==> src/design/sga_ram.sv <==
module sga_ram #(
  parameter int WIDTH = 32,
  parameter int DEPTH = 64
) (
  input  logic                     clk,
  input  logic                     we,
  input  logic [$clog2(DEPTH)-1:0] waddr,
  input  logic [WIDTH-1:0]         wdata,
  input  logic [$clog2(DEPTH)-1:0] raddr,
  output logic [WIDTH-1:0]         rdata
);

  logic [WIDTH-1:0] mem [DEPTH];

  always_ff @(posedge clk) begin
    if (we) begin
      mem[waddr] <= wdata;
    end
    rdata <= mem[raddr];
  end

endmodule

==> config.mk <==
export PLATFORM = sky130hd
export DESIGN_NAME = sga_ram
export DESIGN_NICKNAME = d
export VERILOG_FILES = /design/src/design/sga_ram.sv
export SDC_FILE = /design/constraint.sdc
export NUM_CORES = 2
export LEC_CHECK = 0
export ABC_AREA = 1
export BUFFER_PORTS_ARGS = -buffer_cell sky130_fd_sc_hd__buf_4
export CORE_ASPECT_RATIO = 0.8
export CORE_MARGIN = 10
export CORE_UTILIZATION = 43
export CTS_BUF_LIST = sky130_fd_sc_hd__clkbuf_4
export CTS_CLUSTER_SIZE = 25
export DETAILED_ROUTE_END_ITERATION = 8
export PLACE_DENSITY = 0.6
export SKIP_CTS_REPAIR_TIMING = 1
export SLEW_MARGIN = 20
export SYNTH_ARGS = -nofsm -noshare
export SYNTH_HDL_FRONTEND = slang
export SYNTH_SLANG_ARGS = --single-unit
==> constraint.sdc <==
create_clock -name clk -period 15.45 [get_ports clk]
set_input_delay 3.09 -clock clk [delete_from_list [all_inputs] [get_ports clk]]
set_output_delay 3.09 -clock clk [all_outputs]
set_load 0.01 [all_outputs]
==> run metrics <==
cell with the most instances after synthesis nand2_1; VDD IR max 74.7 uV; setup ws final 8.65 ns; antenna-violating nets left 1; Synth area leaders edfxtp_1, nand3_1, nand2_1; row cnt 143; placed cell areas 85700 sq um; Final period util 44.0%; unrepaired setup endpoints after global routing no; die area 210000 sq um; CTS Buf Count 544; Layout Nets 7100; final setup violating endpoints 0; CTS tree done; post-DP HPWL 118 mm; Wirelength per Cell 24.5 um; largest stage delay on the critical path 0.88 ns; global route total overflow 0; GRT Util Overall 22.7%; antenna violations before repair 18; Syn Inst Count 6769; worst-case clock buffer depth 4; dominant cell type by area after synthesis edfxtp_1; pre-CTS setup slack 7.34 ns; CTS clk-pin slew, worst paths 0.08 ns; Data arrival, critical path 8.02 ns; Crit path max-delay family buffers and inverters; Initial Util 43.4%; combinational power share 6.1%; Sw Ratio 23.5%; f_max 147 MHz; I/O Buffers 77; CP required 16.67 ns; First-pass DRT Iterations 6; status finished, violations left; adder-cell area share of the yosys netlist 0%; post-synthesis mux area share 0%; Detailed Route WL 244 mm; ys async rst share 0%; first-pass GRT wire length 357 mm; cells along the critical path buf_8 -> buf_4 -> buf_4 -> buf_4 -> buf_4 -> nand3_1 -> nand3_1 -> nand3_1 -> nand3_1 -> nand2_1 -> nand2_1 -> nand2_1; setup tns final 0 ns; Reg-to-Reg Start mem[63][13]; power density cells 126 nW/um^2; register area share after synthesis 75.1%; synthesized area 82700 sq um; crit end category register; Syn-to-layout area delta 11.4%; via density per instance 5.59; I/O pins 78; Cell variety after synth 16; core area 191000 sq um; Critical Path Source raddr[1]; CTS H-tree lvls 6; drt first-iter violations 6481; clock share of power 39.8%; Top FF cell, synth edfxtp_1; EDFF count, synth 2048; synthesis warning total 0; share of cells above drive strength 1 14.8%; WP buf/inv 5; area fraction in compound gates after synthesis 0%; CTS root buffer clkbuf_4; Finished Cell Area 92200 sq um; DRC 0; largest family of logic cells by synthesized area simple AND/OR/NAND/NOR gates; Synth Area in Simple Gates 22.1%; Setup CP Type input port to register; post-synth top area share 74.3%; routed via count 55.6k; total of max-cap violations 0; Tmin final 6.80 ns; sequential share of power 54.2%; Crit Path Max Fanout 100; die height 412 um; hold path start mem[42][29]; final hold vios 0; CP Launch Type input port; clock latency on the worst-skew pair 1.36 ns; top cells by count, synth nand2_1, edfxtp_1, nand3_1, buf_2, clkbuf_1; Clock Skews 0.0968 ns; Int Power 0.00886 W; failing checks antenna rules; synthesized flop and latch total 2080; Synth Net Count 6815; sw power 0.00272 W; Die Wd 510 um; worst slew pin tran 1.20 ns; Slowest-stage cell, CP buf_4; GPL Wtd Cong 0.796; xor/xnor cell area share of the yosys netlist 0%; max_slew headroom 19.7%; clk sinks 2080; max-slew violation count 0; largest net degree at the start of global routing 210; hold crit path type register to register; Leak 32.8 nW; per-instance average area after synthesis 12.2 sq um; vias in the first global route 53.3k
[per-layer routing]
layer	track usage [%]	part of all wire (%)
met1	32.4	42
met2	34.4	45
met3	4.95	9.8
met4	7.90	2.8
met5	0	0.017
[per-stage QoR]
| step | power (W) | hold slack [ns] | utilization, % | instances |
|---|---|---|---|---|
| after detailed placement | 0.00709 | 0.776 | 45.0 | 9045 |
| after CTS | 0.0117 | 0.803 | 48.3 | 9917 |
| after global placement | 0.00708 | 0.788 | 45.0 | 9045 |
| after global routing | 0.0120 | 0.874 | 48.4 | 9930 |
| final | 0.0116 | 0.800 | 48.4 | 9936 |
| after floorplan | 0.00677 | 0.721 | - | 6769 |
[power by group through the flow]
| stage | Combinational [W] | Sequential [W] | Clock [W] |
|---|---|---|---|
| after global routing | 0.000762 | 0.00627 | 0.00500 |
| after detailed placement | 0.000694 | 0.00639 | 0 |
| after global placement | 0.000688 | 0.00639 | 0 |
| after floorplan | 0.000384 | 0.00638 | 0 |
| final | 0.000702 | 0.00627 | 0.00461 |
| after CTS | 0.000696 | 0.00627 | 0.00469 |
[registers in the layout, summed over array words and instances, names as in the netlist]
name   count
mem     2048
rdata     32
[worst paths after layout]
| kind | to | cells past startpoint | slack, ns |
|---|---|---|---|
| setup / recovery | rdata[30] | 12 | 8.65 |
| hold / removal | rdata[29] | 8 | 0.80 |
| setup reg to reg | rdata[13] | 8 | 13.78 |
| hold reg to reg | rdata[29] | 8 | 0.80 |
[logic make-up (layout without fill, tap and decap cells)]
| logic type | after synthesis | count (layout) |
|---|---|---|
| AND/OR/NAND/NOR | 4228 | 4228 |
| flip-flops | 2080 | 2080 |
| buffers and inverters | 461 | 1072 |
| other | 0 | 19 |
[cells in the final DEF, fill, tap and decap left out, types with 12 or more instances in the layout]
cell type,instances
buf_4,179
clkbuf_4,816
clkinv_1,35
dfxtp_1,32
diode_2,19
edfxtp_1,2048
inv_2,12
nand2_1,2248
nand3_1,1907
nor2_4,56
[tightest hold or removal path, stage by stage, from the launching register on]
cell and delay (ns):
edfxtp_1 0.32, nand2_1 0.05, nand3_1 0.06, nand3_1 0.06
nand3_1 0.07, nand3_1 0.06, nand2_1 0.06, nand2_1 0.04
nand2_1 0.06
[cell type report]
cell class / instances / area, sq um
fill: 17000 / 98400
sequential: 2080 / 62100
multi-input combinational: 4228 / 18800
clock buffer: 816 / 6130
tap: 2537 / 3170
timing repair buffer: 188 / 1500
clock inverter: 56 / 327
inverter: 12 / 82.6
antenna: 19 / 47.5
Power figures use the tool's default switching activity.
