==> src/design/sga_pkg.sv <==
package sga_pkg;

  localparam int MAX_BODIES_DEF = 64;
  localparam int QUEUE_DEPTH = 2;

  // datapath widths
  localparam int DW    = 33;   // coordinate difference
  localparam int R2W   = 67;   // |d|^2 + eps^2, Q35.32
  localparam int MULW  = 100;  // shift-add multiplier accumulator
  localparam int MBW   = 35;   // multiplier operand consumed one bit a cycle
  localparam int DENW  = 99;   // r2 * r, Q51.48
  localparam int GMW   = 64;   // G * m, Q32.32
  localparam int NUMW  = 112;  // G*m*|d| << 16
  localparam int REMW  = 100;  // divider remainder
  localparam int QW    = 42;   // divider quotient window
  localparam int CAPW  = 41;
  localparam int ACCW  = 48;   // per-body acceleration sum
  localparam int DIVCW = 7;
  localparam logic [CAPW-1:0] TERM_CAP = CAPW'(64'h100_0000_0000);

  localparam int CFG_IDXW = 1;
  localparam logic [CFG_IDXW-1:0] CFG_SOFTENING_SQ = 1'b0;
  localparam logic [CFG_IDXW-1:0] CFG_GRAV_CONST   = 1'b1;
  localparam logic [31:0] SOFTENING_SQ_RST = 32'd2621;
  localparam logic [31:0] GRAV_CONST_RST   = 32'd65536;

  typedef struct packed {
    logic signed [31:0] pos_x;
    logic signed [31:0] pos_y;
    logic signed [31:0] pos_z;
    logic [31:0]        body_mass;
    logic               last_body;
  } in_item_t;

  typedef struct packed {
    logic signed [31:0] acc_x;
    logic signed [31:0] acc_y;
    logic signed [31:0] acc_z;
    logic [5:0]         body_index;
    logic               last_result;
  } out_item_t;

  typedef enum logic [4:0] {
    BK_IDLE, BK_RDI, BK_LDI, BK_RDJ, BK_LDJ, BK_SQ_LD, BK_SQ_RUN, BK_EPS,
    BK_SQRT_LD, BK_SQRT_RUN, BK_DEN_LD, BK_DEN_RUN, BK_GM_LD, BK_GM_RUN,
    BK_NUM_LD, BK_NUM_RUN, BK_DIV_LD, BK_DIV_RUN, BK_ACC, BK_OUT
  } back_state_t;

  function automatic logic signed [31:0] sat32(input logic signed [ACCW-1:0] v);
    logic signed [ACCW-1:0] hi;
    logic signed [ACCW-1:0] lo;
    hi = ACCW'(64'sd2147483647);
    lo = -ACCW'(64'sd2147483648);
    if (v > hi) begin
      sat32 = 32'sh7fff_ffff;
    end else if (v < lo) begin
      sat32 = 32'sh8000_0000;
    end else begin
      sat32 = v[31:0];
    end
  endfunction

endpackage

==> src/design/sga_queue.sv <==
module sga_queue #(
  parameter int WIDTH = 7
) (
  input  logic             clk,
  input  logic             rst_n,
  input  logic             push,
  input  logic [WIDTH-1:0] push_data,
  input  logic             pop,
  output logic             valid,
  output logic [WIDTH-1:0] head
);

  localparam int PW = $clog2(sga_pkg::QUEUE_DEPTH);

  logic [WIDTH-1:0] entry_r [sga_pkg::QUEUE_DEPTH];
  logic [PW-1:0]    wr_ptr_r;
  logic [PW-1:0]    rd_ptr_r;
  logic [PW:0]      level_r;

  assign valid = (level_r != '0);
  assign head  = entry_r[rd_ptr_r];

  always_ff @(posedge clk) begin
    if (push) begin
      entry_r[wr_ptr_r] <= push_data;
    end
  end

  always_ff @(posedge clk) begin
    if (!rst_n) begin
      wr_ptr_r <= '0;
      rd_ptr_r <= '0;
      level_r  <= '0;
    end else begin
      if (push) begin
        wr_ptr_r <= wr_ptr_r + 1'b1;
      end
      if (pop && valid) begin
        rd_ptr_r <= rd_ptr_r + 1'b1;
      end
      level_r <= level_r + (PW+1)'(push) - (PW+1)'(pop && valid);
    end
  end

endmodule

==> config.mk <==
export PLATFORM = sky130hd
export DESIGN_NAME = sga_queue
export DESIGN_NICKNAME = d
export VERILOG_FILES = /design/src/design/sga_pkg.sv /design/src/design/sga_queue.sv
export SDC_FILE = /design/constraint.sdc
export NUM_CORES = 1
export LEC_CHECK = 0
export BUFFER_PORTS_ARGS = -buffer_cell sky130_fd_sc_hd__buf_4
export CORE_UTILIZATION = 33
export CTS_CLUSTER_SIZE = 25
export DETAILED_ROUTE_END_ITERATION = 10
export MAX_ROUTING_LAYER = met4
export PLACE_DENSITY = 0.56
export SYNTH_ARGS = -nofsm -noshare
export SYNTH_HDL_FRONTEND = slang
export SYNTH_SLANG_ARGS = --single-unit
==> constraint.sdc <==
create_clock -name clk -period 3.5 [get_ports clk]
set_input_delay 0.175 -clock clk [delete_from_list [all_inputs] [get_ports clk]]
set_output_delay 0.175 -clock clk [all_outputs]
set_load 0.005 [all_outputs]
==> run metrics <==
Longest Clk Path Bufs 2; Clk Latency, worst-skew pair 0.29 ns; CTS tree yes; Final Max Tran Viols 0; Net Count, Synth 57; hold crit path type input pin to flip-flop; adder-cell share of the synthesized area 0.03356; placed cells 88; Ys Warns 0; Clock Pin Slew Worst Setup and Hold Paths 0.10 ns; starting density of the core 0.3652; MaxCap Viol Count 0; combinational fraction of design power 0.294; critical path fanouts, max 7; Syn-to-layout area delta 25.67%; syn avg cell area 16.95 um^2; main combinational cell family by area after synthesis multiplexers; unrepaired setup endpoints after global routing no; total CTS buffers 3; layout cell share with drive strength beyond 1 0.4923; vias 394; pin count of the biggest net entering global routing 12; TritonRoute pass-1 iters 4; Psw 138.6 uW; die area 0.002454 mm^2; Synth Area in Simple Gates 0.06711; Yosys reg bits 19; Max-slew headroom 0.4789; most frequent cells in the layout 18 x buf_4, 14 x edfxtp_1, 7 x mux2_2, 5 x dfxtp_1, 3 x clkbuf_4; Routed WL per cell 11.07 um; fmax 660.1 MHz; Worst Setup EP head[3]; reg2reg start level_r[0]; io pins 19; antenna violations before repair 0; mux contribution to synthesized area 0.1326; antenna cell count 0; Flop pwr share 0.515; CP Launch Type flip-flop; CTS H-tree lvls 1; total track usage 0.09379; number of remaining DRC errors 0; Setup Buffers After CTS 0; most common cell after layout, fill and taps aside buf_4; leak pwr 0.3741 nW; peak supply drop 252.9 uV; number of port buffers 18; first-pass GRT wire length 1.511 mm; Power Density 600.6 mW/mm^2; vias in the first global route 331; sequential area share after synthesis 0.6980; clock sinks 19; Die H 49.54 um; Mapped Cells 44; CP Data Required Time 3.32 ns; GRT Residual Overflow 0; Critical Path AT 1.34 ns; # resized after CTS 0; Finished Layout Cells 92; root buffer cell clkbuf_4; ANT nets after route 0; placed cell area 909.6 um^2; r2r worst-path depth 6; Worst R2R End level_r[1]; Final Hold Violating Endpoints 0; fin nets 79; WL final 1.018 mm; Sw Ratio 0.2462; crit share post-route 0.4328; Synth Area in XOR/XNOR 0.03020; Core ar. 0.002042 mm^2; final setup fails 0; Worst Skew 0.002212 ns; Row Count 16; Internal 424.3 uW; Clock power frac 0.191; mapped cell area 745.7 um^2; Starting DRT DRC Count 4; Worst Max-Slew Pin Slew 0.7800 ns; CTS Hold Bufs 0; die width 49.54 um; Final min period 1.515 ns; Synth Area in Compound Gates 0.02181; Netlist cell types 16; CP Capture Type primary output; Via density 4.283; r2r setup slk 2.11 ns; critical path class flip-flop to primary output; status complete, no violations; Post-Layout Inst Area 937.1 um^2; Total Neg Setup Slack 0 ns; Placer Congestion 0.6273
## through the flow
stage | util | setup slack, ns | hold slack, ns | power, mW
5_1_grt | 0.4589 | 1.919 | 0.03518 | 0.5927
3_5_place_dp | 0.4455 | 2.117 | 0.3641 | 0.4641
6_report | 0.4589 | 1.985 | 0.05787 | 0.5628
3_3_place_gp | 0.4455 | 2.135 | 0.3605 | 0.4615
4_1_cts | 0.4589 | 1.962 | 0.04363 | 0.5740
2_1_floorplan | - | 2.160 | 0.2739 | 0.4035
## cell usage after synthesis, drive strengths merged
| master | count | area share |
|---|---|---|
| dfxtp | 5 | 0.13 |
| nand2b | 1 | 0.0084 |
| or2 | 1 | 0.0084 |
| nor2b | 3 | 0.029 |
| inv | 2 | 0.010 |
| edfxtp | 14 | 0.56 |
| mux2 | 7 | 0.11 |
| mux2i | 2 | 0.027 |
| nand2 | 1 | 0.0050 |
| xnor3 | 1 | 0.030 |
| and2 | 2 | 0.017 |
| buf | 1 | 0.0067 |
| ha | 2 | 0.034 |
| o21a | 2 | 0.022 |
## registers in the layout, summed over array words and instances (netlist names), named ones only
signal	cells
entry_r	14
level_r	2
wr_ptr_r	1
rd_ptr_r	1
## how the worst min path moves through the flow
stage | slack [ns] | to | cells past startpoint | start
2_1_floorplan | 0.27 | entry_r[0][0] | 0 | push_data[0]
3_3_place_gp | 0.36 | entry_r[0][4] | 1 | push_data[4]
3_5_place_dp | 0.36 | entry_r[0][4] | 1 | push_data[4]
4_1_cts | 0.04 | entry_r[0][4] | 1 | push_data[4]
5_1_grt | 0.04 | entry_r[0][4] | 1 | push_data[4]
6_report | 0.06 | entry_r[0][5] | 1 | push_data[5]
## logic make-up after synthesis
kind of cell / count (synthesis)
flip-flops: 19
multiplexers: 9
AND/OR/NAND/NOR: 8
buffers and inverters: 3
AO/OA/AOI/OAI: 2
adder cells (fa/ha/maj): 2
XOR/XNOR: 1
## critical path: stages, from the launching register on
cell and delay (ns):
dfxtp_1 0.53, mux2_2 0.39, buf_4 0.14
## power groups by stage
| stage | Clock, mW | Sequential (mW) | Combinational, mW |
|---|---|---|---|
| finish | 0.107 | 0.290 | 0.165 |
| global route | 0.120 | 0.294 | 0.178 |
| CTS | 0.114 | 0.291 | 0.169 |
| detailed placement | 0 | 0.296 | 0.168 |
| global placement | 0 | 0.295 | 0.166 |
| floorplan | 0 | 0.284 | 0.120 |
## routing by layer
layer  routed length (um)  up-vias  part of all wire  GRT usage
li1                     -      201                 -          -
met1                  468      178              0.46     0.1052
met2                  479       11              0.47     0.1306
met3                   53        4             0.052    0.04012
met4                   17        0             0.017    0.07143
met5                    0        -                 0          -
## area by class of cell
class	instances	area, um^2
clock buffers	3	22.52
clock inverters	1	5.005
fillers	189	1105
inverters	2	7.507
multi-input cells	22	212.7
flip-flops and latches	19	520.5
well taps	27	33.78
repair buffers	18	135.1
Note: power is estimated with default switching activity, not from simulation.
