==> src/design/sga_pkg.sv <==
package sga_pkg;

  localparam int MAX_BODIES_DEF = 64;
  localparam int QUEUE_DEPTH = 2;

  // datapath widths
  localparam int DW    = 33;   // coordinate difference
  localparam int R2W   = 67;   // |d|^2 + eps^2, Q35.32
  localparam int MULW  = 100;  // shift-add multiplier accumulator
  localparam int MBW   = 35;   // multiplier operand consumed one bit a cycle
  localparam int DENW  = 99;   // r2 * r, Q51.48
  localparam int GMW   = 64;   // G * m, Q32.32
  localparam int NUMW  = 112;  // G*m*|d| << 16
  localparam int REMW  = 100;  // divider remainder
  localparam int QW    = 42;   // divider quotient window
  localparam int CAPW  = 41;
  localparam int ACCW  = 48;   // per-body acceleration sum
  localparam int DIVCW = 7;
  localparam logic [CAPW-1:0] TERM_CAP = CAPW'(64'h100_0000_0000);

  localparam int CFG_IDXW = 1;
  localparam logic [CFG_IDXW-1:0] CFG_SOFTENING_SQ = 1'b0;
  localparam logic [CFG_IDXW-1:0] CFG_GRAV_CONST   = 1'b1;
  localparam logic [31:0] SOFTENING_SQ_RST = 32'd2621;
  localparam logic [31:0] GRAV_CONST_RST   = 32'd65536;

  typedef struct packed {
    logic signed [31:0] pos_x;
    logic signed [31:0] pos_y;
    logic signed [31:0] pos_z;
    logic [31:0]        body_mass;
    logic               last_body;
  } in_item_t;

  typedef struct packed {
    logic signed [31:0] acc_x;
    logic signed [31:0] acc_y;
    logic signed [31:0] acc_z;
    logic [5:0]         body_index;
    logic               last_result;
  } out_item_t;

  typedef enum logic [4:0] {
    BK_IDLE, BK_RDI, BK_LDI, BK_RDJ, BK_LDJ, BK_SQ_LD, BK_SQ_RUN, BK_EPS,
    BK_SQRT_LD, BK_SQRT_RUN, BK_DEN_LD, BK_DEN_RUN, BK_GM_LD, BK_GM_RUN,
    BK_NUM_LD, BK_NUM_RUN, BK_DIV_LD, BK_DIV_RUN, BK_ACC, BK_OUT
  } back_state_t;

  function automatic logic signed [31:0] sat32(input logic signed [ACCW-1:0] v);
    logic signed [ACCW-1:0] hi;
    logic signed [ACCW-1:0] lo;
    hi = ACCW'(64'sd2147483647);
    lo = -ACCW'(64'sd2147483648);
    if (v > hi) begin
      sat32 = 32'sh7fff_ffff;
    end else if (v < lo) begin
      sat32 = 32'sh8000_0000;
    end else begin
      sat32 = v[31:0];
    end
  endfunction

endpackage

==> src/design/sga_front.sv <==
module sga_front #(
  parameter int MAX_BODIES = sga_pkg::MAX_BODIES_DEF
) (
  input  logic                            clk,
  input  logic                            rst_n,
  input  logic                            accept,
  input  sga_pkg::in_item_t               item,
  output logic                            ram_we,
  output logic [$clog2(MAX_BODIES)-1:0]   ram_waddr,
  output logic [127:0]                    ram_wdata,
  output logic                            job_push,
  output logic [$clog2(MAX_BODIES+1)-1:0] job_count
);

  localparam int AW = $clog2(MAX_BODIES);
  localparam int CW = $clog2(MAX_BODIES + 1);

  logic [CW-1:0] count_r;
  logic [CW-1:0] count_nxt;
  logic          room;

  assign room      = (count_r < CW'(MAX_BODIES));
  assign ram_we    = accept && room;
  assign ram_waddr = count_r[AW-1:0];
  assign ram_wdata = {item.pos_x, item.pos_y, item.pos_z, item.body_mass};
  assign count_nxt = room ? count_r + 1'b1 : count_r;
  assign job_push  = accept && item.last_body;
  assign job_count = count_nxt;

  always_ff @(posedge clk) begin
    if (!rst_n) begin
      count_r <= '0;
    end else if (accept) begin
      count_r <= item.last_body ? '0 : count_nxt;
    end
  end

endmodule

==> config.mk <==
export PLATFORM = sky130hd
export DESIGN_NAME = sga_front
export DESIGN_NICKNAME = d
export VERILOG_FILES = /design/src/design/sga_pkg.sv /design/src/design/sga_front.sv
export SDC_FILE = /design/constraint.sdc
export NUM_CORES = 1
export LEC_CHECK = 0
export BUFFER_PORTS_ARGS = -buffer_cell sky130_fd_sc_hd__buf_2
export CORE_AREA = 2 2 108 110
export DETAILED_ROUTE_END_ITERATION = 6
export DIE_AREA = 0 0 110 112
export GPL_TIMING_DRIVEN = 1
export PLACE_DENSITY_LB_ADDON = 0.12
export SYNTH_ARGS = -nofsm -noshare
export SYNTH_HDL_FRONTEND = slang
export SYNTH_SLANG_ARGS = --single-unit
==> constraint.sdc <==
create_clock -name clk -period 3.3 [get_ports clk]
set_input_delay 0.495 -clock clk [delete_from_list [all_inputs] [get_ports clk]]
set_output_delay 0.495 -clock clk [all_outputs]
set_load 0.05 [all_outputs]
==> metrics.yaml <==
outcome:
  status: "finished clean"
route:
  drt_iter0_drc: 22
  top_layer: "met4"
  drt_wl_total_mm: 2.90
  drc: 0
  vias: 573
  wl_met2_mm: 1.14
  ant_nets: 0
  firstDrtPassIters: 4
  drt-wirelength-per-cell_um: 13.6
  via_per_inst: 2.68
  met1Wirelength_mm: 1.01
  dr_wl_met3_um: 401
logic_synthesis:
  synth_xor_xnor_area_share_pct: 2.98
  syn_inst: 185
  synth.top_cell.area_share_pct: 68.5
  synth_ff_type: "dfxtp_1"
  avgSynthCellArea_um2: 7.93
  synth-compound-area-share_pct: 5.20
  yosysWarnings: 0
  synthTopCellsByArea: "buf_4, dfxtp_1, xnor2_1"
  netlist_area_um2: 1470
  synth_seq_cells: 7
  synthMuxAreaShare_pct: 0.767
  yosysUniqueCellTypes: 31
  synth_top_family_by_area: "buffers and inverters"
  synth-seq-area-share_pct: 9.55
  synth-edff-count: 0
  syn_nets: 318
  synth_area_leader_cell: "buf_4"
  synthAdderAreaFrac_pct: 0.853
  synthSimpleGateAreaFrac_pct: 10.2
  async_flop_share_pct: 0
sta:
  max-slew-margin-rel_pct: 73.0
  drv_slew: 0
  fin_crit_sh_pct: 66.9
  fin_crit_ns: 2.21
  tightest_slew_ns: 0.405
  skew_ns: 0.00358
  tns_ns: 0
  setup_viol: 0
  hold_viol_final: 0
  fmax_mhz: 453
  rsz0062_at_grt: "false"
min_path:
  hold_class: "flop to flop"
  hold_start: "count_r[1]"
  holdPathStages: 2
  holdPathEnd: "count_r[1]"
run:
  maxCapViolations: 0
final_layout:
  multiInputGateArea_um2: 294
  nNetsFinal: 205
  largest_register_ffs: 7
  fillers: 1297
  largest-register: "count_r"
  diodes: 0
  final_common_cell: "buf_2"
  stdcell_count: 214
  areaGrowthSynthToFinish_pct: -46.0
  fin_area_um2: 793
  final_cell_mix: "buf_2, dfxtp_1, xnor2_1, nor2b_1, nand2_1"
  final_layout_size_suffix_gt1_share_pct: 39.4
  regArea_um2: 140
  largestRegisters: "count_r (7)"
power:
  powerDensity_nw_per_um2: 420
  leakagePower_nw: 0.304
  total_power_mw: 0.333
  peakVddDrop_v: 0.000178
place:
  dpl_cell_area_um2: 714
  place_inst: 210
  io_buffers: 18
  hpwl_mm: 2.32
  place_congestion: 0.659
critical_path:
  reg2reg_to: "count_r[4]"
  required_ns: 2.80
  critical_path.endpoint_type: "output port"
  path_cells: "ha_1, nand4_1, xnor2_1, buf_2"
  slowest_delay_ns: 0.46
  arrival_ns: 1.71
  critPathMaxFanout: 7
  start_kind: "flop"
  crit-reg2reg-launch: "count_r[0]"
  path_class: "flop to output port"
  reg2reg_slack_ns: 1.84
  crit_slowest_cell: "dfxtp_1"
  reg2reg_depth: 4
clock_network:
  numCtsBuffers: 3
  clock_latency_ns: 0.23
  postCtsResizedCells: 0
  htreeDepth: 1
  hold_buffers: 0
  cts_sinks: 7
  cts_setup_buffers: 0
  cts_root_buffer: "clkbuf_16"
  path_clk_slew_ns: 0.04
  clockBufferDepth: 2
  cts_tree: "done"
grt:
  grt_max_degree: 14
  grt_antenna_before_repair: 0
  grt.total_usage_pct: 4.54
  overflow: 0
  grt_pass1_vias: 627
  grt_pass1_wl_mm: 4.05
floorplanning:
  ios: 275
  core-area_um2: 11200
  die_area_um2: 12300
  die_w_um: 110
  die_h_um: 112
  rows: 39
  start_util_pct: 13.1
## power by group
part | total, mW | internal, mW | switching (mW)
Clock | 0.211 | 0.161 | 0.0497
Sequential | 0.0880 | 0.0860 | 0.00200
Combinational | 0.0346 | 0.00850 | 0.0261
Total | 0.333 | 0.256 | 0.0778
## layer usage
| metal | global-route usage [%] | up-vias |
|---|---|---|
| met2 | 5.28 | 49 |
| li1 | - | 221 |
| met4 | 6.41 | 0 |
| met3 | 2.75 | 52 |
| met1 | 4.59 | 251 |
| met5 | 0 | - |
## worst max-delay path, delay by kind of cell, from the launching register on
kind          cells  cell delay (ns)
xor+xnor          1             0.24
flops             1             0.46
buf+inv           1             0.31
fa+ha+maj         1             0.31
simple gates      1             0.16
## layout make-up
| type | count | share of cell area, % |
|---|---|---|
| multi-input combinational | 39 | 37.1 |
| tap | 143 | 22.6 |
| sequential | 7 | 17.7 |
| timing repair buffer | 18 | 11.4 |
| clock buffer | 4 | 9.94 |
| inverter | 3 | 1.42 |
## per-stage QoR
stage                     util [%]  hold WS, ns  setup WS [ns]
after floorplan                  -        0.527           1.15
after global placement        6.39        0.555           1.41
after detailed placement      6.39        0.580           1.33
after CTS                     7.10        0.585           1.08
after global routing          7.10        0.597           1.01
final                         7.10        0.584           1.09
## worst max path at each step
stage	slack, ns	cells past startpoint	end	from
after floorplan	1.15	3	job_count[4]	count_r[1]
after CTS	1.08	4	job_count[4]	count_r[0]
final	1.09	4	job_count[4]	count_r[0]
after global routing	1.01	4	job_count[4]	count_r[0]
after detailed placement	1.33	4	job_count[4]	count_r[0]
after global placement	1.41	4	job_count[4]	count_r[0]
## synthesized netlist by cell type, types with 2 or more instances
| master | count |
|---|---|
| buf_4 | 134 |
| dfxtp_1 | 7 |
| xnor2_1 | 5 |
| nand2_1 | 4 |
| nor2b_1 | 4 |
| inv_1 | 2 |
| nand2b_1 | 2 |
| nand3_1 | 2 |
| nor3_1 | 2 |
| o21a_1 | 2 |
## logic make-up after synthesis
logic type,count (synthesis)
buffers and inverters,139
and+or+nand+nor,22
AOI/OAI and AO/OA,10
DFF,7
xor gates and xnor gates,5
muxes,1
adders and majority gates,1
Power figures use the tool's default switching activity.
