**src/design/sga_pkg.sv**
```systemverilog
package sga_pkg;

  localparam int MAX_BODIES_DEF = 64;
  localparam int QUEUE_DEPTH = 2;

  // datapath widths
  localparam int DW    = 33;   // coordinate difference
  localparam int R2W   = 67;   // |d|^2 + eps^2, Q35.32
  localparam int MULW  = 100;  // shift-add multiplier accumulator
  localparam int MBW   = 35;   // multiplier operand consumed one bit a cycle
  localparam int DENW  = 99;   // r2 * r, Q51.48
  localparam int GMW   = 64;   // G * m, Q32.32
  localparam int NUMW  = 112;  // G*m*|d| << 16
  localparam int REMW  = 100;  // divider remainder
  localparam int QW    = 42;   // divider quotient window
  localparam int CAPW  = 41;
  localparam int ACCW  = 48;   // per-body acceleration sum
  localparam int DIVCW = 7;
  localparam logic [CAPW-1:0] TERM_CAP = CAPW'(64'h100_0000_0000);

  localparam int CFG_IDXW = 1;
  localparam logic [CFG_IDXW-1:0] CFG_SOFTENING_SQ = 1'b0;
  localparam logic [CFG_IDXW-1:0] CFG_GRAV_CONST   = 1'b1;
  localparam logic [31:0] SOFTENING_SQ_RST = 32'd2621;
  localparam logic [31:0] GRAV_CONST_RST   = 32'd65536;

  typedef struct packed {
    logic signed [31:0] pos_x;
    logic signed [31:0] pos_y;
    logic signed [31:0] pos_z;
    logic [31:0]        body_mass;
    logic               last_body;
  } in_item_t;

  typedef struct packed {
    logic signed [31:0] acc_x;
    logic signed [31:0] acc_y;
    logic signed [31:0] acc_z;
    logic [5:0]         body_index;
    logic               last_result;
  } out_item_t;

  typedef enum logic [4:0] {
    BK_IDLE, BK_RDI, BK_LDI, BK_RDJ, BK_LDJ, BK_SQ_LD, BK_SQ_RUN, BK_EPS,
    BK_SQRT_LD, BK_SQRT_RUN, BK_DEN_LD, BK_DEN_RUN, BK_GM_LD, BK_GM_RUN,
    BK_NUM_LD, BK_NUM_RUN, BK_DIV_LD, BK_DIV_RUN, BK_ACC, BK_OUT
  } back_state_t;

  function automatic logic signed [31:0] sat32(input logic signed [ACCW-1:0] v);
    logic signed [ACCW-1:0] hi;
    logic signed [ACCW-1:0] lo;
    hi = ACCW'(64'sd2147483647);
    lo = -ACCW'(64'sd2147483648);
    if (v > hi) begin
      sat32 = 32'sh7fff_ffff;
    end else if (v < lo) begin
      sat32 = 32'sh8000_0000;
    end else begin
      sat32 = v[31:0];
    end
  endfunction

endpackage

```
**src/design/sga_back.sv**
```systemverilog
module sga_back #(
  parameter int MAX_BODIES = sga_pkg::MAX_BODIES_DEF
) (
  input  logic                            clk,
  input  logic                            rst_n,
  input  logic [31:0]                     softening_sq,
  input  logic [31:0]                     grav_const,
  input  logic                            job_valid,
  input  logic [$clog2(MAX_BODIES+1)-1:0] job_count,
  output logic                            job_pop,
  output logic [$clog2(MAX_BODIES)-1:0]   ram_raddr,
  input  logic [127:0]                    ram_rdata,
  output logic                            active,
  output logic                            out_strobe,
  output sga_pkg::out_item_t              out_data
);

  localparam int AW = $clog2(MAX_BODIES);
  localparam int CW = $clog2(MAX_BODIES + 1);

  sga_pkg::back_state_t state_r, state_nxt;

  logic [CW-1:0] n_r, i_r, j_r;
  logic [1:0]    k_r;
  logic [31:0]   pix_r, piy_r, piz_r, mj_r;
  logic signed [sga_pkg::DW-1:0] d_r [3];
  logic [sga_pkg::R2W-1:0]  r2_r, op_r, res_r, one_r;
  logic [sga_pkg::MULW-1:0] mul_a_r, mul_acc_r;
  logic [sga_pkg::MBW-1:0]  mul_b_r;
  logic [sga_pkg::DENW-1:0] den_r;
  logic [sga_pkg::GMW-1:0]  gm_r;
  logic [sga_pkg::NUMW-1:0] num_r;
  logic [sga_pkg::REMW-1:0] rem_r;
  logic [sga_pkg::QW-1:0]   q_r;
  logic                     qovf_r;
  logic [sga_pkg::DIVCW-1:0] div_cnt_r;
  logic signed [sga_pkg::ACCW-1:0] ax_r, ay_r, az_r;
  logic                     out_strobe_r;
  sga_pkg::out_item_t       out_data_r;

  logic signed [sga_pkg::DW-1:0] d_sel;
  logic [sga_pkg::DW-1:0]        d_mag;
  logic [sga_pkg::R2W-1:0]       sq_t;
  logic [sga_pkg::REMW-1:0]      rem_sh;
  logic                          div_ge;
  logic [sga_pkg::CAPW-1:0]      term_mag;
  logic signed [sga_pkg::ACCW-1:0] term;
  logic                          mul_done;

  assign d_sel    = d_r[k_r];
  assign d_mag    = d_sel[sga_pkg::DW-1] ? sga_pkg::DW'(-d_sel) : sga_pkg::DW'(d_sel);
  assign sq_t     = res_r + one_r;
  assign rem_sh   = {rem_r[sga_pkg::REMW-2:0], num_r[sga_pkg::NUMW-1]};
  assign div_ge   = (rem_sh >= sga_pkg::REMW'(den_r));
  assign mul_done = (mul_b_r == '0);
  assign term_mag = (qovf_r || (q_r > sga_pkg::QW'(sga_pkg::TERM_CAP))) ?
                    sga_pkg::TERM_CAP : q_r[sga_pkg::CAPW-1:0];
  assign term     = d_sel[sga_pkg::DW-1] ? -$signed(sga_pkg::ACCW'(term_mag)) :
                    $signed(sga_pkg::ACCW'(term_mag));

  assign active     = (state_r != sga_pkg::BK_IDLE);
  assign out_strobe = out_strobe_r;
  assign out_data   = out_data_r;

  // next state
  always_comb begin
    state_nxt = state_r;
    case (state_r)
      sga_pkg::BK_IDLE:     if (job_valid) state_nxt = sga_pkg::BK_RDI;
      sga_pkg::BK_RDI:      state_nxt = sga_pkg::BK_LDI;
      sga_pkg::BK_LDI:      state_nxt = sga_pkg::BK_RDJ;
      sga_pkg::BK_RDJ: begin
        if (j_r == n_r) begin
          state_nxt = sga_pkg::BK_OUT;
        end else if (j_r != i_r) begin
          state_nxt = sga_pkg::BK_LDJ;
        end
      end
      sga_pkg::BK_LDJ:      state_nxt = sga_pkg::BK_SQ_LD;
      sga_pkg::BK_SQ_LD:    state_nxt = sga_pkg::BK_SQ_RUN;
      sga_pkg::BK_SQ_RUN: begin
        if (mul_done) begin
          state_nxt = (k_r == 2'd2) ? sga_pkg::BK_EPS : sga_pkg::BK_SQ_LD;
        end
      end
      sga_pkg::BK_EPS:      state_nxt = sga_pkg::BK_SQRT_LD;
      sga_pkg::BK_SQRT_LD:  state_nxt = (r2_r == '0) ? sga_pkg::BK_RDJ : sga_pkg::BK_SQRT_RUN;
      sga_pkg::BK_SQRT_RUN: if (one_r == '0) state_nxt = sga_pkg::BK_DEN_LD;
      sga_pkg::BK_DEN_LD:   state_nxt = sga_pkg::BK_DEN_RUN;
      sga_pkg::BK_DEN_RUN:  if (mul_done) state_nxt = sga_pkg::BK_GM_LD;
      sga_pkg::BK_GM_LD:    state_nxt = sga_pkg::BK_GM_RUN;
      sga_pkg::BK_GM_RUN:   if (mul_done) state_nxt = sga_pkg::BK_NUM_LD;
      sga_pkg::BK_NUM_LD:   state_nxt = sga_pkg::BK_NUM_RUN;
      sga_pkg::BK_NUM_RUN:  if (mul_done) state_nxt = sga_pkg::BK_DIV_LD;
      sga_pkg::BK_DIV_LD:   state_nxt = sga_pkg::BK_DIV_RUN;
      sga_pkg::BK_DIV_RUN:  if (div_cnt_r == '0) state_nxt = sga_pkg::BK_ACC;
      sga_pkg::BK_ACC:      state_nxt = (k_r == 2'd2) ? sga_pkg::BK_RDJ : sga_pkg::BK_NUM_LD;
      sga_pkg::BK_OUT:      state_nxt = (i_r + 1'b1 == n_r) ? sga_pkg::BK_IDLE : sga_pkg::BK_RDI;
      default:              state_nxt = sga_pkg::BK_IDLE;
    endcase
  end

  // outputs
  always_comb begin
    job_pop   = (state_r == sga_pkg::BK_IDLE) && job_valid;
    ram_raddr = (state_r == sga_pkg::BK_RDI) ? i_r[AW-1:0] : j_r[AW-1:0];
  end

  always_ff @(posedge clk) begin
    if (!rst_n) begin
      state_r      <= sga_pkg::BK_IDLE;
      out_strobe_r <= 1'b0;
    end else begin
      state_r      <= state_nxt;
      out_strobe_r <= (state_r == sga_pkg::BK_OUT);
    end
  end

  // datapath
  always_ff @(posedge clk) begin
    case (state_r)
      sga_pkg::BK_IDLE: begin
        n_r <= job_count;
        i_r <= '0;
      end
      sga_pkg::BK_LDI: begin
        pix_r <= ram_rdata[127:96];
        piy_r <= ram_rdata[95:64];
        piz_r <= ram_rdata[63:32];
        j_r   <= '0;
        ax_r  <= '0;
        ay_r  <= '0;
        az_r  <= '0;
      end
      sga_pkg::BK_RDJ: begin
        if (j_r == i_r && j_r != n_r) begin
          j_r <= j_r + 1'b1;
        end
      end
      sga_pkg::BK_LDJ: begin
        d_r[0] <= $signed({ram_rdata[127], ram_rdata[127:96]}) - $signed({pix_r[31], pix_r});
        d_r[1] <= $signed({ram_rdata[95], ram_rdata[95:64]}) - $signed({piy_r[31], piy_r});
        d_r[2] <= $signed({ram_rdata[63], ram_rdata[63:32]}) - $signed({piz_r[31], piz_r});
        mj_r   <= ram_rdata[31:0];
        r2_r   <= '0;
        k_r    <= '0;
      end
      sga_pkg::BK_SQ_LD: begin
        mul_a_r   <= sga_pkg::MULW'(d_mag);
        mul_b_r   <= sga_pkg::MBW'(d_mag);
        mul_acc_r <= '0;
      end
      // multiplicand for G*m*|d| comes from gm
      sga_pkg::BK_NUM_LD: begin
        mul_a_r   <= sga_pkg::MULW'(gm_r);
        mul_b_r   <= sga_pkg::MBW'(d_mag);
        mul_acc_r <= '0;
      end
      sga_pkg::BK_DEN_LD: begin
        mul_a_r   <= sga_pkg::MULW'(r2_r);
        mul_b_r   <= res_r[sga_pkg::MBW-1:0];
        mul_acc_r <= '0;
      end
      sga_pkg::BK_GM_LD: begin
        mul_a_r   <= sga_pkg::MULW'(grav_const);
        mul_b_r   <= sga_pkg::MBW'(mj_r);
        mul_acc_r <= '0;
      end
      sga_pkg::BK_EPS: begin
        r2_r <= r2_r + sga_pkg::R2W'({softening_sq, 16'h0000});
      end
      sga_pkg::BK_SQRT_LD: begin
        op_r  <= r2_r;
        res_r <= '0;
        one_r <= sga_pkg::R2W'(1) << (sga_pkg::R2W - 1);
        if (r2_r == '0) begin
          j_r <= j_r + 1'b1;
        end
      end
      sga_pkg::BK_SQRT_RUN: begin
        if (one_r != '0) begin
          if (op_r >= sq_t) begin
            op_r  <= op_r - sq_t;
            res_r <= (res_r >> 1) + one_r;
          end else begin
            res_r <= res_r >> 1;
          end
          one_r <= one_r >> 2;
        end
      end
      sga_pkg::BK_DIV_LD: begin
        rem_r     <= '0;
        q_r       <= '0;
        qovf_r    <= 1'b0;
        div_cnt_r <= sga_pkg::DIVCW'(sga_pkg::NUMW);
      end
      sga_pkg::BK_DIV_RUN: begin
        if (div_cnt_r != '0) begin
          rem_r     <= div_ge ? rem_sh - sga_pkg::REMW'(den_r) : rem_sh;
          q_r       <= {q_r[sga_pkg::QW-2:0], div_ge};
          qovf_r    <= qovf_r | q_r[sga_pkg::QW-1];
          num_r     <= num_r << 1;
          div_cnt_r <= div_cnt_r - 1'b1;
        end
      end
      sga_pkg::BK_ACC: begin
        case (k_r)
          2'd0:    ax_r <= ax_r + term;
          2'd1:    ay_r <= ay_r + term;
          default: az_r <= az_r + term;
        endcase
        if (k_r == 2'd2) begin
          j_r <= j_r + 1'b1;
        end
        k_r <= k_r + 1'b1;
      end
      sga_pkg::BK_OUT: begin
        out_data_r.acc_x       <= sga_pkg::sat32(ax_r);
        out_data_r.acc_y       <= sga_pkg::sat32(ay_r);
        out_data_r.acc_z       <= sga_pkg::sat32(az_r);
        out_data_r.body_index  <= 6'(i_r);
        out_data_r.last_result <= (i_r + 1'b1 == n_r);
        i_r <= i_r + 1'b1;
      end
      default: begin
      end
    endcase

    // shared shift-add multiplier: one operand bit a cycle
    if (state_r == sga_pkg::BK_SQ_RUN || state_r == sga_pkg::BK_DEN_RUN ||
        state_r == sga_pkg::BK_GM_RUN || state_r == sga_pkg::BK_NUM_RUN) begin
      if (!mul_done) begin
        if (mul_b_r[0]) begin
          mul_acc_r <= mul_acc_r + mul_a_r;
        end
        mul_a_r <= mul_a_r << 1;
        mul_b_r <= mul_b_r >> 1;
      end else begin
        case (state_r)
          sga_pkg::BK_SQ_RUN: begin
            r2_r <= r2_r + mul_acc_r[sga_pkg::R2W-1:0];
            k_r  <= k_r + 1'b1;
          end
          sga_pkg::BK_DEN_RUN: den_r <= mul_acc_r[sga_pkg::DENW-1:0];
          sga_pkg::BK_GM_RUN: begin
            gm_r <= mul_acc_r[sga_pkg::GMW-1:0];
            k_r  <= '0;
          end
          default: num_r <= {mul_acc_r[sga_pkg::NUMW-17:0], 16'h0000};
        endcase
      end
    end
  end

endmodule

```
**config.mk**
```make
export PLATFORM = sky130hd
export DESIGN_NAME = sga_back
export DESIGN_NICKNAME = d
export VERILOG_FILES = /design/src/design/sga_pkg.sv /design/src/design/sga_back.sv
export SDC_FILE = /design/constraint.sdc
export NUM_CORES = 2
export LEC_CHECK = 0
export BUFFER_PORTS_ARGS = -buffer_cell sky130_fd_sc_hd__buf_2
export CAP_MARGIN = 10
export CELL_PAD_IN_SITES_DETAIL_PLACEMENT = 0
export CELL_PAD_IN_SITES_GLOBAL_PLACEMENT = 1
export CORE_ASPECT_RATIO = 1.5
export CORE_MARGIN = 4
export CORE_UTILIZATION = 46
export CTS_BUF_LIST = sky130_fd_sc_hd__clkbuf_8
export CTS_CLUSTER_DIAMETER = 200
export CTS_CLUSTER_SIZE = 10
export DETAILED_ROUTE_END_ITERATION = 10
export GPL_ROUTABILITY_DRIVEN = 0
export GPL_TIMING_DRIVEN = 0
export HOLD_SLACK_MARGIN = 0.02
export PLACE_DENSITY_LB_ADDON = 0.2
export SLEW_MARGIN = 10
export SYNTH_ARGS = -nofsm -noshare
export SYNTH_HDL_FRONTEND = slang
export SYNTH_SLANG_ARGS = --single-unit
```
**constraint.sdc**
```tcl
create_clock -name clk -period 11.45 [get_ports clk]
set_clock_uncertainty 0.15 [all_clocks]
set_input_delay 2.29 -clock clk [delete_from_list [all_inputs] [get_ports clk]]
set_output_delay 2.29 -clock clk [all_outputs]
set_load 0.005 [all_outputs]
```
==> results.sh <==
export IMPL_synth_top_area_share_pct=31.7
export IMPL_yosys_warnings=0
export IMPL_cts_resized=0
export IMPL_synth_top_area_cell="edfxtp_1"
export IMPL_cpPeakStageDelay_ns=0.82
export IMPL_core_area_sq_mm=0.200
export IMPL_drt_iter0_drc=6777
export IMPL_clkLatencyLatePin_ns=0.95
export IMPL_grt_max_degree=86
export IMPL_pre_cts_ws_ns=0.863
export IMPL_maxSlewViolCount=0
export IMPL_crit_top_cell="clkbuf_1"
export IMPL_yosys_area_share_simple_pct=15.8
export IMPL_pin_count=314
export IMPL_cts_buffers=165
export IMPL_first_pass_iters=10
export IMPL_drc=0
export IMPL_antenna_left=0
export IMPL_setup_viol=0
export IMPL_crit_path_end_kind="flop"
export IMPL_max_freq_mhz=95.5
export IMPL_synth_xor_area_share_pct=6.97
export IMPL_synthTopCellsByArea="edfxtp_1, ha_1, dfxtp_1, a21oi_1, nand2_1"
export IMPL_routedWlPerCell_um=24.1
export IMPL_cap_violations=0
export IMPL_synthCells=10143
export IMPL_grt_pass1_vias=80084
export IMPL_syn_area_sq_mm=0.0923
export IMPL_htree_levels=4
export IMPL_async_reset_ff_share_pct=0
export IMPL_slew_headroom_pct=12.8
export IMPL_place_detailed_hpwl_um=256000
export IMPL_ys_ff_latch=1395
export IMPL_crit_path_start_kind="flop"
export IMPL_fin_util_pct=50.4
export IMPL_p_leak_nw=40.9
export IMPL_numPortBuffers=313
export IMPL_hold_worst_slack_ns=0.299
export IMPL_layout_area_overhead_vs_synth_pct=9.01
export IMPL_crit_slowest_cell="clkbuf_1"
export IMPL_drt_wl_total_um=323000
export IMPL_cts_hold_buf=0
export IMPL_die_area_sq_mm=0.208
export IMPL_worst_slack_ns=0.974
export IMPL_grt_pass1_wl_um=479000
export IMPL_rows=201
export IMPL_die_x_um=374
export IMPL_synthFlopType="edfxtp_1"
export IMPL_power_per_cell_area_mw_per_mm2=215
export IMPL_synth_cell_types=96
export IMPL_ir_worst_vdd_mv=0.274
export IMPL_outcome="finished clean"
export IMPL_cts_tree="done"
export IMPL_antenna_found_initial=19
export IMPL_yosysSeqAreaShare_pct=40.8
export IMPL_nFillCells=19114
export IMPL_min_period_ns=10.48
export IMPL_yosys_top_cells_count="nand2_1, edfxtp_1, nor2_1"
export IMPL_finish_net_count=11580
export IMPL_final_cell_area_sq_mm=0.101
export IMPL_worstPathArrival_ns=10.94
export IMPL_cts_setup_buffers=0
export IMPL_clk_path_buf_depth=4
export IMPL_synth_nets=11070
export IMPL_cts_sinks=1395
export IMPL_crit_path_max_fanout=10
export IMPL_critPathRequiredTime_ns=11.92
export IMPL_critPathKind="flop to flop"
export IMPL_finalHoldViolations=0
export IMPL_grt_overflow_total=0
export IMPL_worst_slew_pin_slew_ns=1.29
export IMPL_synth_mux_area_share_pct=0.974
export IMPL_drive_gt1_share_pct=6.15
export IMPL_via_per_inst=6.04
export IMPL_synth_edf_count=975
export IMPL_grt_use_total_pct=29.8
export IMPL_synth_most_common_cell="nand2_1"
export IMPL_p_total_mw=21.6
export IMPL_root_buffer="clkbuf_8"
export IMPL_initial_core_util_pct=46.2
export IMPL_path_clk_slew_ns=0.09
export IMPL_synth_top_family_by_area="compound AO/OA/AOI/OAI gates"
export IMPL_grt_setup_unrepaired="false"
export IMPL_die_h_um=557
export IMPL_placed_area_sq_mm=0.0979
export IMPL_synth_compound_area_share_pct=21.8
export IMPL_hp_class="flop to flop"
export IMPL_critical_path_cell_chain="clkbuf_1, buf_1, buf_2, buf_2, mux2i_1, o21ai_0, clkbuf_1, clkbuf_1, o21ai_0, xor2_1, nor2_1, ha_1, a211oi_1, o211ai_1, a41oi_1, a311oi_1, a2111oi_0, o41ai_1, o21a_1, o41a_1, a31oi_1, o21bai_1, xnor2_1, nor2_1"
export IMPL_syn_avg_cell_area_sq_um=9.10
export IMPL_fin_crit_sh_pct=91.5
export IMPL_dr_total_vias=80897
export IMPL_synth_fa_ha_area_share_pct=9.91
worst paths after layout:
| check | cells past startpoint | slack [ns] | from | end |
|---|---|---|---|---|
| hold reg to reg | 2 | 0.30 | num_r[42] | num_r[43] |
| setup reg to reg | 24 | 0.97 | k_r[0] | ay_r[40] |
| setup / recovery | 24 | 0.97 | k_r[0] | ay_r[40] |
| hold / removal | 2 | 0.30 | num_r[42] | num_r[43] |
sequential cells by signal, indices dropped and copies added (netlist names), 42 cells and up:
| register | flops |
|---|---|
| res_r | 67 |
| mul_acc_r | 99 |
| gm_r | 64 |
| r2_r | 67 |
| mul_a_r | 99 |
| q_r | 42 |
| ax_r | 48 |
| den_r | 99 |
| out_data | 103 |
| rem_r | 99 |
| num_r | 112 |
| az_r | 48 |
| d_r | 99 |
| ay_r | 48 |
| op_r | 67 |
area by class of cell:
type                    count  area (sq um)  share of cell area, %
diodes                     10          25.0                 0.0249
plain buffers             479          1820                   1.81
clock buffers             166          2280                   2.27
clock inverters            98           395                  0.393
inverters                 423          1600                   1.59
multi-input cells        7846         51400                   51.0
flip-flops and latches   1395         37700                   37.4
well taps                2639          3300                   3.28
repair buffers            343          2170                   2.16
cells by family (layout without fill, tap and decap cells):
kind of cell | after synthesis | in the layout
compound gates | 3141 | 3141
xor+xnor | 735 | 735
fa+ha+maj | 725 | 725
buf+inv | 902 | 1509
flops | 1395 | 1395
mux | 87 | 87
other cells | 0 | 10
simple gates | 3158 | 3158
where the power goes:
part | switching, mW | total [mW] | internal [mW]
clock | 1.97 | 3.31 | 1.34
sequential | 1.32 | 7.90 | 6.57
combinational | 6.53 | 10.4 | 3.89
per-stage QoR:
stage / TNS [ns] / std cells
after floorplan: 0 / 10143
after detailed placement: 0 / 13123
after global routing: 0 / 13395
after CTS: 0 / 13387
after global placement: -450.69 / 13095
final: 0 / 13399
critical path: cells and delay by family (launching register included):
family                     cells  cell delay, ns
DFF                            1            0.65
AOI/OAI and AO/OA             12            4.40
adders and majority gates      1            0.35
xor gates and xnor gates       2            0.35
buffers and inverters          6            3.66
muxes                          1            0.23
and+or+nand+nor                2            0.34
placed cells by master, fill, tap and decap left out, types with 34 or more instances in the layout:
master | synthesis | final
a221oi_1 | 56 | 56
inv_1 | 421 | 510
mux2i_1 | 64 | 64
xnor2_1 | 415 | 415
nand4_1 | 203 | 203
ha_1 | 714 | 714
nor4_1 | 74 | 73
nand3_1 | 294 | 294
nor2_1 | 945 | 942
edfxtp_1 | 975 | 975
nand2b_1 | 80 | 80
a21boi_0 | 36 | 36
a31o_2 | 36 | 36
clkbuf_1 | 449 | 446
nand2_1 | 984 | 982
a21oi_1 | 903 | 901
xor2_1 | 320 | 320
or3_1 | 65 | 65
and3_1 | 70 | 70
a211oi_1 | 77 | 76
clkbuf_8 | 0 | 166
and2_1 | 120 | 120
o21bai_1 | 143 | 143
o21ai_0 | 624 | 623
buf_2 | 4 | 319
o21a_1 | 123 | 123
a31oi_1 | 221 | 221
o2111ai_1 | 34 | 34
nor3_1 | 127 | 125
nor2b_1 | 84 | 84
o31ai_1 | 42 | 41
o211ai_1 | 72 | 72
a21o_1 | 441 | 441
dfxtp_1 | 420 | 420
a222oi_1 | 97 | 97
routing by layer:
metal  up-vias  global-route usage (%)  wire length (um)
met1     38598                    32.6            120000
met2      2837                    52.9            158000
li1      38437                       -                 -
met5         -                       0               135
met4        18                    21.0             27200
met3      1007                    4.27             17800
No activity file was read; power rests on OpenSTA's default activity.
